--- config.mk ---
export PLATFORM = sky130hd
export DESIGN_NAME = tfcw_ctrl
export DESIGN_NICKNAME = d
export VERILOG_FILES = /design/src/sv/tfcw_pkg.sv /design/src/sv/tfcw_ctrl.sv
export SDC_FILE = /design/constraint.sdc
export NUM_CORES = 1
export LEC_CHECK = 0
export BUFFER_PORTS_ARGS = -buffer_cell sky130_fd_sc_hd__buf_2
export CORE_AREA = 2 2 134 136
export DETAILED_ROUTE_END_ITERATION = 6
export DIE_AREA = 0 0 136 138
export MAX_ROUTING_LAYER = met4
export PLACE_DENSITY_LB_ADDON = 0.05
export SLEW_MARGIN = 40
export SYNTH_ARGS = -nofsm -noshare
export SYNTH_HDL_FRONTEND = slang
export SYNTH_SLANG_ARGS = --single-unit
--- constraint.sdc ---
create_clock -name clk -period 6.4 [get_ports clk]
set_clock_uncertainty 0.2 [all_clocks]
set_input_delay 0.64 -clock clk [delete_from_list [all_inputs] [get_ports clk]]
set_output_delay 0.64 -clock clk [all_outputs]
set_load 0.1 [all_outputs]
--- src/sv/tfcw_pkg.sv ---
// ----------------------------------------------------------------------------
// tfcw_pkg
// Shared constants, request codes, types and address helpers for the text
// frame cursor writer.
// ----------------------------------------------------------------------------
`default_nettype none

package tfcw_pkg;

  localparam int COLUMNS = 40;
  localparam int ROWS    = 24;
  localparam int CELLS   = ROWS * COLUMNS;
  localparam int ADDR_W  = $clog2(CELLS);
  localparam int COL_W   = $clog2(COLUMNS + 1);
  localparam int ROW_W   = $clog2(ROWS + 1);

  localparam logic [7:0] SPACE_CODE = 8'h20;
  localparam logic [7:0] CR_CODE    = 8'h0D;
  localparam logic [7:0] LF_CODE    = 8'h0A;
  localparam logic [7:0] NUL_CODE   = 8'h00;

  localparam logic [3:0] REQ_PUT      = 4'd0;
  localparam logic [3:0] REQ_SET      = 4'd1;
  localparam logic [3:0] REQ_CLEAR    = 4'd2;
  localparam logic [3:0] REQ_CLR_LINE = 4'd3;
  localparam logic [3:0] REQ_LEFT     = 4'd4;
  localparam logic [3:0] REQ_RIGHT    = 4'd5;
  localparam logic [3:0] REQ_UP       = 4'd6;
  localparam logic [3:0] REQ_DOWN     = 4'd7;
  localparam logic [3:0] REQ_SCROLL   = 4'd8;
  localparam logic [3:0] REQ_READ     = 4'd9;

  typedef struct packed {
    logic              we;
    logic [ADDR_W-1:0] waddr;
    logic [7:0]        wdata;
    logic              re;
    logic [ADDR_W-1:0] raddr;
  } mem_req_t;

  typedef struct packed {
    logic [7:0] read_data;
    logic       read_ok;
    logic [5:0] cursor_col;
    logic [4:0] cursor_row;
    logic       frame_dirty;
  } result_t;

  function automatic logic [ADDR_W-1:0] cell_addr(input logic [COL_W-1:0] col,
                                                  input logic [ROW_W-1:0] row);
    cell_addr = ADDR_W'((int'(row) - 1) * COLUMNS + int'(col) - 1);
  endfunction

  function automatic logic [COL_W-1:0] clamp_col(input logic [6:0] v);
    if (v == 7'd0) begin
      clamp_col = COL_W'(1);
    end else if (v > 7'(COLUMNS)) begin
      clamp_col = COL_W'(COLUMNS);
    end else begin
      clamp_col = COL_W'(v);
    end
  endfunction

  function automatic logic [ROW_W-1:0] clamp_row(input logic [6:0] v);
    if (v == 7'd0) begin
      clamp_row = ROW_W'(1);
    end else if (v > 7'(ROWS)) begin
      clamp_row = ROW_W'(ROWS);
    end else begin
      clamp_row = ROW_W'(v);
    end
  endfunction

endpackage

`default_nettype wire

--- src/sv/tfcw_ctrl.sv ---
// ----------------------------------------------------------------------------
// tfcw_ctrl
// Command sequencer: cursor state, dirty mark and the shared address walker
// that drives fill and copy sweeps over the cell store.
// ----------------------------------------------------------------------------
`default_nettype none

module tfcw_ctrl (
  input  wire logic               clk,
  input  wire logic               rst_n,
  input  wire logic               in_valid,
  output logic                    in_stall,
  input  wire logic [3:0]         in_req_type,
  input  wire logic [7:0]         in_char_code,
  input  wire logic [6:0]         in_target_col,
  input  wire logic [6:0]         in_target_row,
  input  wire logic [4:0]         in_line_count,
  input  wire logic               in_wrap_enable,
  input  wire logic [7:0]         rd_data,
  output tfcw_pkg::mem_req_t      mem_req,
  output logic                    res_valid,
  input  wire logic               res_take,
  output tfcw_pkg::result_t       result
);
  import tfcw_pkg::*;

  localparam logic [2:0] S_IDLE = 3'd0;
  localparam logic [2:0] S_WAIT = 3'd1;
  localparam logic [2:0] S_COPY = 3'd2;
  localparam logic [2:0] S_FILL = 3'd3;
  localparam logic [2:0] S_DONE = 3'd4;

  logic [2:0]        state_r, state_nxt;
  logic              init_r, init_nxt;
  logic [COL_W-1:0]  cur_col_r, cur_col_nxt;
  logic [ROW_W-1:0]  cur_row_r, cur_row_nxt;
  logic              dirty_r, dirty_nxt;
  logic [ADDR_W-1:0] ptr_r, ptr_nxt;
  logic [ADDR_W-1:0] last_r, last_nxt;
  logic [ADDR_W-1:0] shift_r, shift_nxt;
  logic              rok_r, rok_nxt;
  logic              wr_en_r, wr_en_nxt;
  logic [ADDR_W-1:0] wr_addr_r, wr_addr_nxt;
  logic              wr_copy_r, wr_copy_nxt;
  logic [7:0]        wr_data_r, wr_data_nxt;
  logic              re;
  logic [ADDR_W-1:0] raddr;
  logic              idle;
  logic              accept;
  logic              do_nl;
  logic              row_ok;

  // hold off while the last write of the power-up fill is still pending
  assign idle   = (state_r == S_IDLE) && !wr_en_r;
  assign accept = in_valid && idle;
  assign row_ok = (in_target_row != 7'd0) && (in_target_row <= 7'(ROWS));

  always_comb begin
    state_nxt   = state_r;
    init_nxt    = init_r;
    cur_col_nxt = cur_col_r;
    cur_row_nxt = cur_row_r;
    dirty_nxt   = dirty_r;
    ptr_nxt     = ptr_r;
    last_nxt    = last_r;
    shift_nxt   = shift_r;
    rok_nxt     = rok_r;
    wr_en_nxt   = 1'b0;
    wr_addr_nxt = wr_addr_r;
    wr_copy_nxt = wr_copy_r;
    wr_data_nxt = wr_data_r;
    re          = 1'b0;
    raddr       = ptr_r + shift_r;
    do_nl       = 1'b0;

    case (state_r)
      S_IDLE: begin
        if (accept) begin
          rok_nxt   = 1'b0;
          state_nxt = S_DONE;
          case (in_req_type)
            REQ_PUT: begin
              if (in_char_code == NUL_CODE) begin
                cur_col_nxt = cur_col_r;
              end else if (in_char_code == CR_CODE) begin
                cur_col_nxt = COL_W'(1);
              end else if (in_char_code == LF_CODE) begin
                do_nl = 1'b1;
              end else begin
                dirty_nxt   = 1'b1;
                wr_en_nxt   = 1'b1;
                wr_copy_nxt = 1'b0;
                wr_addr_nxt = cell_addr(cur_col_r, cur_row_r);
                wr_data_nxt = in_char_code;
                if (cur_col_r == COL_W'(COLUMNS)) begin
                  do_nl = 1'b1;
                end else begin
                  cur_col_nxt = cur_col_r + 1'b1;
                end
              end
            end
            REQ_SET: begin
              cur_col_nxt = clamp_col(in_target_col);
              cur_row_nxt = clamp_row(in_target_row);
            end
            REQ_CLEAR: begin
              cur_col_nxt = COL_W'(1);
              cur_row_nxt = ROW_W'(1);
              dirty_nxt   = 1'b1;
              ptr_nxt     = '0;
              last_nxt    = ADDR_W'(CELLS - 1);
              state_nxt   = S_FILL;
            end
            REQ_CLR_LINE: begin
              cur_col_nxt = COL_W'(1);
              dirty_nxt   = 1'b1;
              ptr_nxt     = cell_addr(COL_W'(1), cur_row_r);
              last_nxt    = cell_addr(COL_W'(COLUMNS), cur_row_r);
              state_nxt   = S_FILL;
            end
            REQ_LEFT: begin
              if (cur_col_r <= COL_W'(1)) begin
                if (in_wrap_enable) cur_col_nxt = COL_W'(COLUMNS);
              end else begin
                cur_col_nxt = cur_col_r - 1'b1;
              end
            end
            REQ_RIGHT: begin
              if (cur_col_r >= COL_W'(COLUMNS)) begin
                if (in_wrap_enable) cur_col_nxt = COL_W'(1);
              end else begin
                cur_col_nxt = cur_col_r + 1'b1;
              end
            end
            REQ_UP: begin
              if (cur_row_r <= ROW_W'(1)) begin
                if (in_wrap_enable) cur_row_nxt = ROW_W'(ROWS);
              end else begin
                cur_row_nxt = cur_row_r - 1'b1;
              end
            end
            REQ_DOWN: begin
              if (cur_row_r >= ROW_W'(ROWS)) begin
                if (in_wrap_enable) cur_row_nxt = ROW_W'(1);
              end else begin
                cur_row_nxt = cur_row_r + 1'b1;
              end
            end
            REQ_SCROLL: begin
              if (in_line_count != 5'd0) begin
                dirty_nxt = 1'b1;
                ptr_nxt   = '0;
                if (int'(in_line_count) >= ROWS) begin
                  last_nxt  = ADDR_W'(CELLS - 1);
                  state_nxt = S_FILL;
                end else begin
                  shift_nxt = ADDR_W'(int'(in_line_count) * COLUMNS);
                  last_nxt  = ADDR_W'((ROWS - int'(in_line_count)) * COLUMNS - 1);
                  state_nxt = S_COPY;
                end
              end
            end
            REQ_READ: begin
              if (row_ok) begin
                rok_nxt = 1'b1;
                re      = 1'b1;
                raddr   = cell_addr(clamp_col(in_target_col), ROW_W'(in_target_row));
              end
            end
            default: begin
              state_nxt = S_DONE;
            end
          endcase

          // new line, scroll by one past the bottom row
          if (do_nl) begin
            cur_col_nxt = COL_W'(1);
            if (cur_row_r == ROW_W'(ROWS)) begin
              dirty_nxt = 1'b1;
              ptr_nxt   = '0;
              shift_nxt = ADDR_W'(COLUMNS);
              last_nxt  = ADDR_W'((ROWS - 1) * COLUMNS - 1);
              state_nxt = S_WAIT;
            end else begin
              cur_row_nxt = cur_row_r + 1'b1;
            end
          end
        end
      end
      S_WAIT: begin
        state_nxt = S_COPY;
      end
      S_COPY: begin
        re          = 1'b1;
        wr_en_nxt   = 1'b1;
        wr_copy_nxt = 1'b1;
        wr_addr_nxt = ptr_r;
        ptr_nxt     = ptr_r + 1'b1;
        if (ptr_r == last_r) begin
          last_nxt  = ADDR_W'(CELLS - 1);
          state_nxt = S_FILL;
        end
      end
      S_FILL: begin
        wr_en_nxt   = 1'b1;
        wr_copy_nxt = 1'b0;
        wr_addr_nxt = ptr_r;
        wr_data_nxt = SPACE_CODE;
        ptr_nxt     = ptr_r + 1'b1;
        if (ptr_r == last_r) begin
          init_nxt  = 1'b0;
          state_nxt = init_r ? S_IDLE : S_DONE;
        end
      end
      S_DONE: begin
        if (res_take) state_nxt = S_IDLE;
      end
      default: begin
        state_nxt = S_IDLE;
      end
    endcase
  end

  always_ff @(posedge clk) begin
    if (!rst_n) begin
      state_r   <= S_FILL;
      init_r    <= 1'b1;
      cur_col_r <= COL_W'(1);
      cur_row_r <= ROW_W'(1);
      dirty_r   <= 1'b1;
      ptr_r     <= '0;
      last_r    <= ADDR_W'(CELLS - 1);
      wr_en_r   <= 1'b0;
    end else begin
      state_r   <= state_nxt;
      init_r    <= init_nxt;
      cur_col_r <= cur_col_nxt;
      cur_row_r <= cur_row_nxt;
      dirty_r   <= dirty_nxt;
      ptr_r     <= ptr_nxt;
      last_r    <= last_nxt;
      wr_en_r   <= wr_en_nxt;
    end
  end

  always_ff @(posedge clk) begin
    shift_r   <= shift_nxt;
    rok_r     <= rok_nxt;
    wr_addr_r <= wr_addr_nxt;
    wr_copy_r <= wr_copy_nxt;
    wr_data_r <= wr_data_nxt;
  end

  assign in_stall      = !idle;
  assign mem_req.we    = wr_en_r;
  assign mem_req.waddr = wr_addr_r;
  assign mem_req.wdata = wr_copy_r ? rd_data : wr_data_r;
  assign mem_req.re    = re;
  assign mem_req.raddr = raddr;

  assign res_valid          = (state_r == S_DONE);
  assign result.read_data   = rok_r ? rd_data : 8'h00;
  assign result.read_ok     = rok_r;
  assign result.cursor_col  = 6'(cur_col_r);
  assign result.cursor_row  = 5'(cur_row_r);
  assign result.frame_dirty = dirty_r;

endmodule

`default_nettype wire

# Word-level counts from Yosys, hierarchy flattened
# Index checks and enable logic that the tools add are counted.
dict set report classes {
  addsub 18
  n_mul 4
  div_mod_pow 0
  n_lt_le_gt_ge 8
  n_eq_ne 31
  shift 0
  muxes 103
  bitwise_logic 0
  reduce_logical 28
}
# operator n
set op_table {}
lappend op_table {{two-way mux 10 bit} 24}
lappend op_table {{two-way mux 6 bit} 15}
lappend op_table {{one-hot mux 10 bit (2 select lines)} 3}
lappend op_table {{one-hot mux 10 bit (3 select lines)} 2}
lappend op_table {{two-way mux 8 bit} 7}
lappend op_table {{subtractor 10 x 2 -> 10 bit (second input constant)} 5}
lappend op_table {{two-way mux 5 bit} 8}
lappend op_table {{one-hot mux 6 bit (5 select lines)} 1}
lappend op_table {{two-way mux 1 bit} 27}
lappend op_table {{two-way mux 3 bit} 8}
lappend op_table {{multiplier 6 x 4 -> 7 bit (second input constant)} 3}
lappend op_table {{adder 10 x 7 -> 10 bit} 2}
lappend op_table {{one-hot mux 5 bit (4 select lines)} 1}
lappend op_table {{AND reduction 6 bit} 3}
lappend op_table {{== test 4 x 3 -> 1 bit (second input constant)} 4}
lappend op_table {{== test 8 x 4 -> 1 bit (second input constant)} 2}
lappend op_table {{inequality test 4 bit (second input constant)} 4}
lappend op_table {{one-hot mux 8 bit (2 select lines)} 1}
lappend op_table {{one-hot mux 3 bit (5 select lines)} 1}
lappend op_table {{zero test 7 bit} 2}
lappend op_table {{inequality test 2 bit (second input constant)} 6}
lappend op_table {{subtractor 5 x 1 -> 6 bit (second input constant)} 2}
lappend op_table {{adder 10 x 1 -> 10 bit (second input constant)} 1}
lappend op_table {{adder 10 bit} 1}
lappend op_table {{44 further kinds} 59}
dict set report word_totals {
  ff_bits 67
  latchBits 0
  mem_bits_rw 0
  rom_bits 0
  input_bits 44
  out_inout_bits 53
  wordCells 205
  mem_count 0
}

# Longest topological paths before layout
dict set report logic_depth {
  word_depth 13
  mapped_depth 15
  ltp_nobuf 15
}

# Worst setup path before layout
# Ideal clock, no wire load.
dict set report synth_path {
  path_kind {input-to-output}
  start {input in_target_row[0]}
  end {output mem_req[8] (netlist name)}
  arrival_ns 4.821
  t_required_ns 5.560
  path_slack_ns 0.739
  stages 12
  path_buffers 0
  path_cell_list {inv_1 > ha_1 > or4b_2 > nand2_1 > ha_1 > fa_1 > inv_1 > ha_1 > a2111oi_0 > nor3_1 > xnor2_1 > mux2i_1}
}
# item line
set synth_lines {}
lappend synth_lines {{start: declaration} tfcw_ctrl.sv:16} ;# input wire logic [6:0] in_target_row,
lappend synth_lines {{end: declaration} tfcw_ctrl.sv:20} ;# output tfcw_pkg::mem_req_t mem_req,

==> flow_summary.json <==
{
  "status": "completed",
  "grt_antenna_before_repair": 0,
  "setup_violations": 0,
  "synth.distinct_cells": 75,
  "maxCapViolations": 0,
  "post-route-drc-count": 0,
  "grt_usage_pct": 23.55,
  "cts_tree": "built",
  "grt_start_max_net_pins": 38,
  "clk_root_buffer_cell": "clkbuf_16",
  "max_freq_mhz": 196.1,
  "holdBufCountCts": 0,
  "clockBufferDepth": 2,
  "nNetsFinal": 1053,
  "min_period_ns": 5.098,
  "wirelength_mm": 21.27,
  "diodes": 0,
  "ys.flop_type": "dfxtp_1",
  "initial_utilization_pct": 39.01,
  "core-area_sq_mm": 0.01753,
  "p_clk_share_pct": 40.9,
  "drtPass1Iterations": 5,
  "slew_headroom_pct": 48.49,
  "die_y_um": 138,
  "dp_worst_setup_slack_ns": 1.277,
  "worst_slack_ns": 1.302,
  "peakVddDrop_uv": 124.9,
  "first_iter_violations": 403,
  "dp_hpwl_mm": 16.30,
  "cp.required_ns": 5.56,
  "clock_latency_ns": 0.35,
  "p_sw_share_pct": 31.98,
  "grt_pass1_wl_mm": 34.13,
  "fin_crit_sh_pct": 79.66,
  "layout_commonest_cell": "buf_2",
  "synth_area_sq_mm": 0.006840,
  "clk_pin_slew_ns": 0.06,
  "rows": 49,
  "rsz0062_at_grt": "no",
  "ys_warn_count": 0,
  "worst_pin_slew_ns": 0.7726,
  "die_w_um": 136,
  "io-pin-count": 97,
  "endpoint_kind": "primary output",
  "ys_ff_latch": 67,
  "intPower_mw": 0.9189,
  "numCtsBuffers": 9,
  "fillers": 1853,
  "area_growth_pct": 13.72,
  "postSynth.asyncResetShare_pct": 0,
  "p_per_area_mw_per_mm2": 173.7,
  "hold_viol_final": 0,
  "cts-resized-gates": 0,
  "syn_nets": 984,
  "power_mw": 1.351,
  "gp_congestion": 0.8878,
  "syn_inst": 861,
  "dp_cells": 1148,
  "routed_via_density": 5.632,
  "synth_edf_count": 30,
  "crit_fanout": 7,
  "layout_common_cells": "buf_2 (96), nand2_1 (86), ha_1 (72), a21oi_1 (63), nor2_1 (63)",
  "p_comb_share_pct": 25.5,
  "fin_tns_setup_ns": 0,
  "grt_pass1_vias": 6402,
  "syn_avg_cell_area_sq_um": 7.945,
  "die_area_sq_mm": 0.01877,
  "vias": 6556,
  "cp-start-kind": "input port",
  "power_frac_seq_pct": 33.6,
  "fin_cells": 1164,
  "antenna_left": 0,
  "cts.sinks": 67,
  "drv_slew": 0,
  "min_path_type": "flop to flop",
  "drive_gt1_share_pct": 14.97,
  "cp.arrival_ns": 4.26,
  "routedWlPerCell_um": 18.27,
  "p_leak_nw": 3.398,
  "criticalPathCategory": "input port to primary output",
  "synth-seq-area-share_pct": 24.00,
  "io_buffers": 96,
  "post_cts_buffers": 0,
  "overflow": 0,
  "htree_num_levels": 3,
  "p_switching_mw": 0.4321
}
-- registers in the layout, indices dropped and copies added, names as in the netlist, 3 cells and up --
signal / count
cur_col_r: 6
cur_row_r: 5
last_r: 10
ptr_r: 10
shift_r: 10
state_r: 3
wr_addr_r: 10
wr_data_r: 8
-- layer usage --
layer  GRT usage, %  part of all wire (%)
met1          31.63                    47
met2          36.29                    45
met3          3.447                   5.3
met4          7.785                   2.2
met5              -                     0
-- area by class of cell --
type | instances | area [sq um] | area share (%)
Sequential cell | 67 | 1642 | 21.10
Timing Repair Buffer | 101 | 521.8 | 6.707
Tap cell | 229 | 286.5 | 3.683
Multi-Input combinational cell | 694 | 4798 | 61.69
Inverter | 57 | 214.0 | 2.751
Clock buffer | 10 | 229.0 | 2.944
Clock inverter | 6 | 87.58 | 1.126
-- synthesized netlist by cell type, types with 4 or more instances --
| cell | instances | area, sq um |
|---|---|---|
| nand3_1 | 20 | 100.1 |
| nor2_1 | 63 | 236.5 |
| o41ai_1 | 4 | 35.03 |
| a21oi_1 | 63 | 315.3 |
| nor2b_1 | 14 | 87.58 |
| o221ai_1 | 8 | 70.07 |
| xor2_1 | 34 | 297.8 |
| nor3b_1 | 6 | 45.04 |
| a21o_1 | 11 | 82.58 |
| nand4_1 | 8 | 50.05 |
| buf_4 | 4 | 30.03 |
| o211ai_1 | 4 | 30.03 |
| a22oi_1 | 5 | 37.54 |
| o31ai_1 | 7 | 52.55 |
| a31oi_1 | 9 | 56.30 |
| clkbuf_1 | 36 | 135.1 |
| fa_1 | 7 | 140.1 |
| inv_1 | 57 | 214.0 |
| xnor2_1 | 36 | 315.3 |
| o21bai_1 | 5 | 37.54 |
| or2_2 | 6 | 37.54 |
| ha_1 | 72 | 900.9 |
| and2_1 | 20 | 125.1 |
| and3_1 | 7 | 43.79 |
| a211oi_1 | 7 | 52.55 |
| o21ai_0 | 62 | 310.3 |
| mux2_2 | 8 | 90.09 |
| a2111oi_0 | 4 | 35.03 |
| o22ai_1 | 5 | 31.28 |
| o21ai_1 | 4 | 20.02 |
| nand2b_1 | 17 | 106.4 |
| dfxtp_1 | 37 | 740.7 |
| or3_1 | 7 | 43.79 |
| nor4_1 | 7 | 43.79 |
| edfxtp_1 | 30 | 900.9 |
| nand2_1 | 86 | 322.8 |
| mux2i_1 | 4 | 40.04 |
| nor3_1 | 24 | 120.1 |
-- power groups by stage --
stage	Combinational [mW]	Sequential (mW)	Clock, mW
2_1_floorplan	0.254	0.471	0
3_3_place_gp	0.336	0.463	0
3_5_place_dp	0.342	0.464	0
4_1_cts	0.346	0.454	0.562
5_1_grt	0.384	0.454	0.580
6_report	0.344	0.454	0.553
-- through the flow --
step | hold WS, ns | util (%) | cell area (sq um)
2_1_floorplan | 0.2384 | - | 6840
3_3_place_gp | 0.2620 | 42.49 | 7451
3_5_place_dp | 0.2618 | 42.56 | 7462
4_1_cts | 0.2706 | 44.36 | 7779
5_1_grt | 0.2884 | 44.36 | 7779
6_report | 0.2679 | 44.36 | 7779
-- final timing paths --
kind	cells after the start	end	slack (ns)	start
max reg2reg	12	wr_addr_r[9]	2.02	cur_row_r[0]
max	14	mem_req[8]	1.30	in_target_row[0]
min	2	init_r	0.27	init_r
min reg2reg	2	init_r	0.27	init_r
-- cell families (layout without fill, tap and decap cells) --
| logic type | Yosys count | after routing | share of synthesized area [%] |
|---|---|---|---|
| muxes | 12 | 12 | 1.902 |
| adders and majority gates | 79 | 79 | 15.22 |
| buffers and inverters | 100 | 174 | 5.853 |
| and+or+nand+nor | 307 | 307 | 23.18 |
| xor gates and xnor gates | 70 | 70 | 8.963 |
| AOI/OAI and AO/OA | 226 | 226 | 20.89 |
| DFF | 67 | 67 | 24.00 |
-- worst max-delay path: stages --
cell,delay [ns]
buf_2,0.14
inv_1,0.09
ha_1,0.26
or4b_2,0.63
nand2_1,0.10
ha_1,0.26
fa_1,0.58
inv_1,0.05
ha_1,0.23
a2111oi_0,0.42
nor3_1,0.14
xnor2_1,0.15
mux2i_1,0.12
buf_2,0.44
No activity file was read; power rests on OpenSTA's default activity.
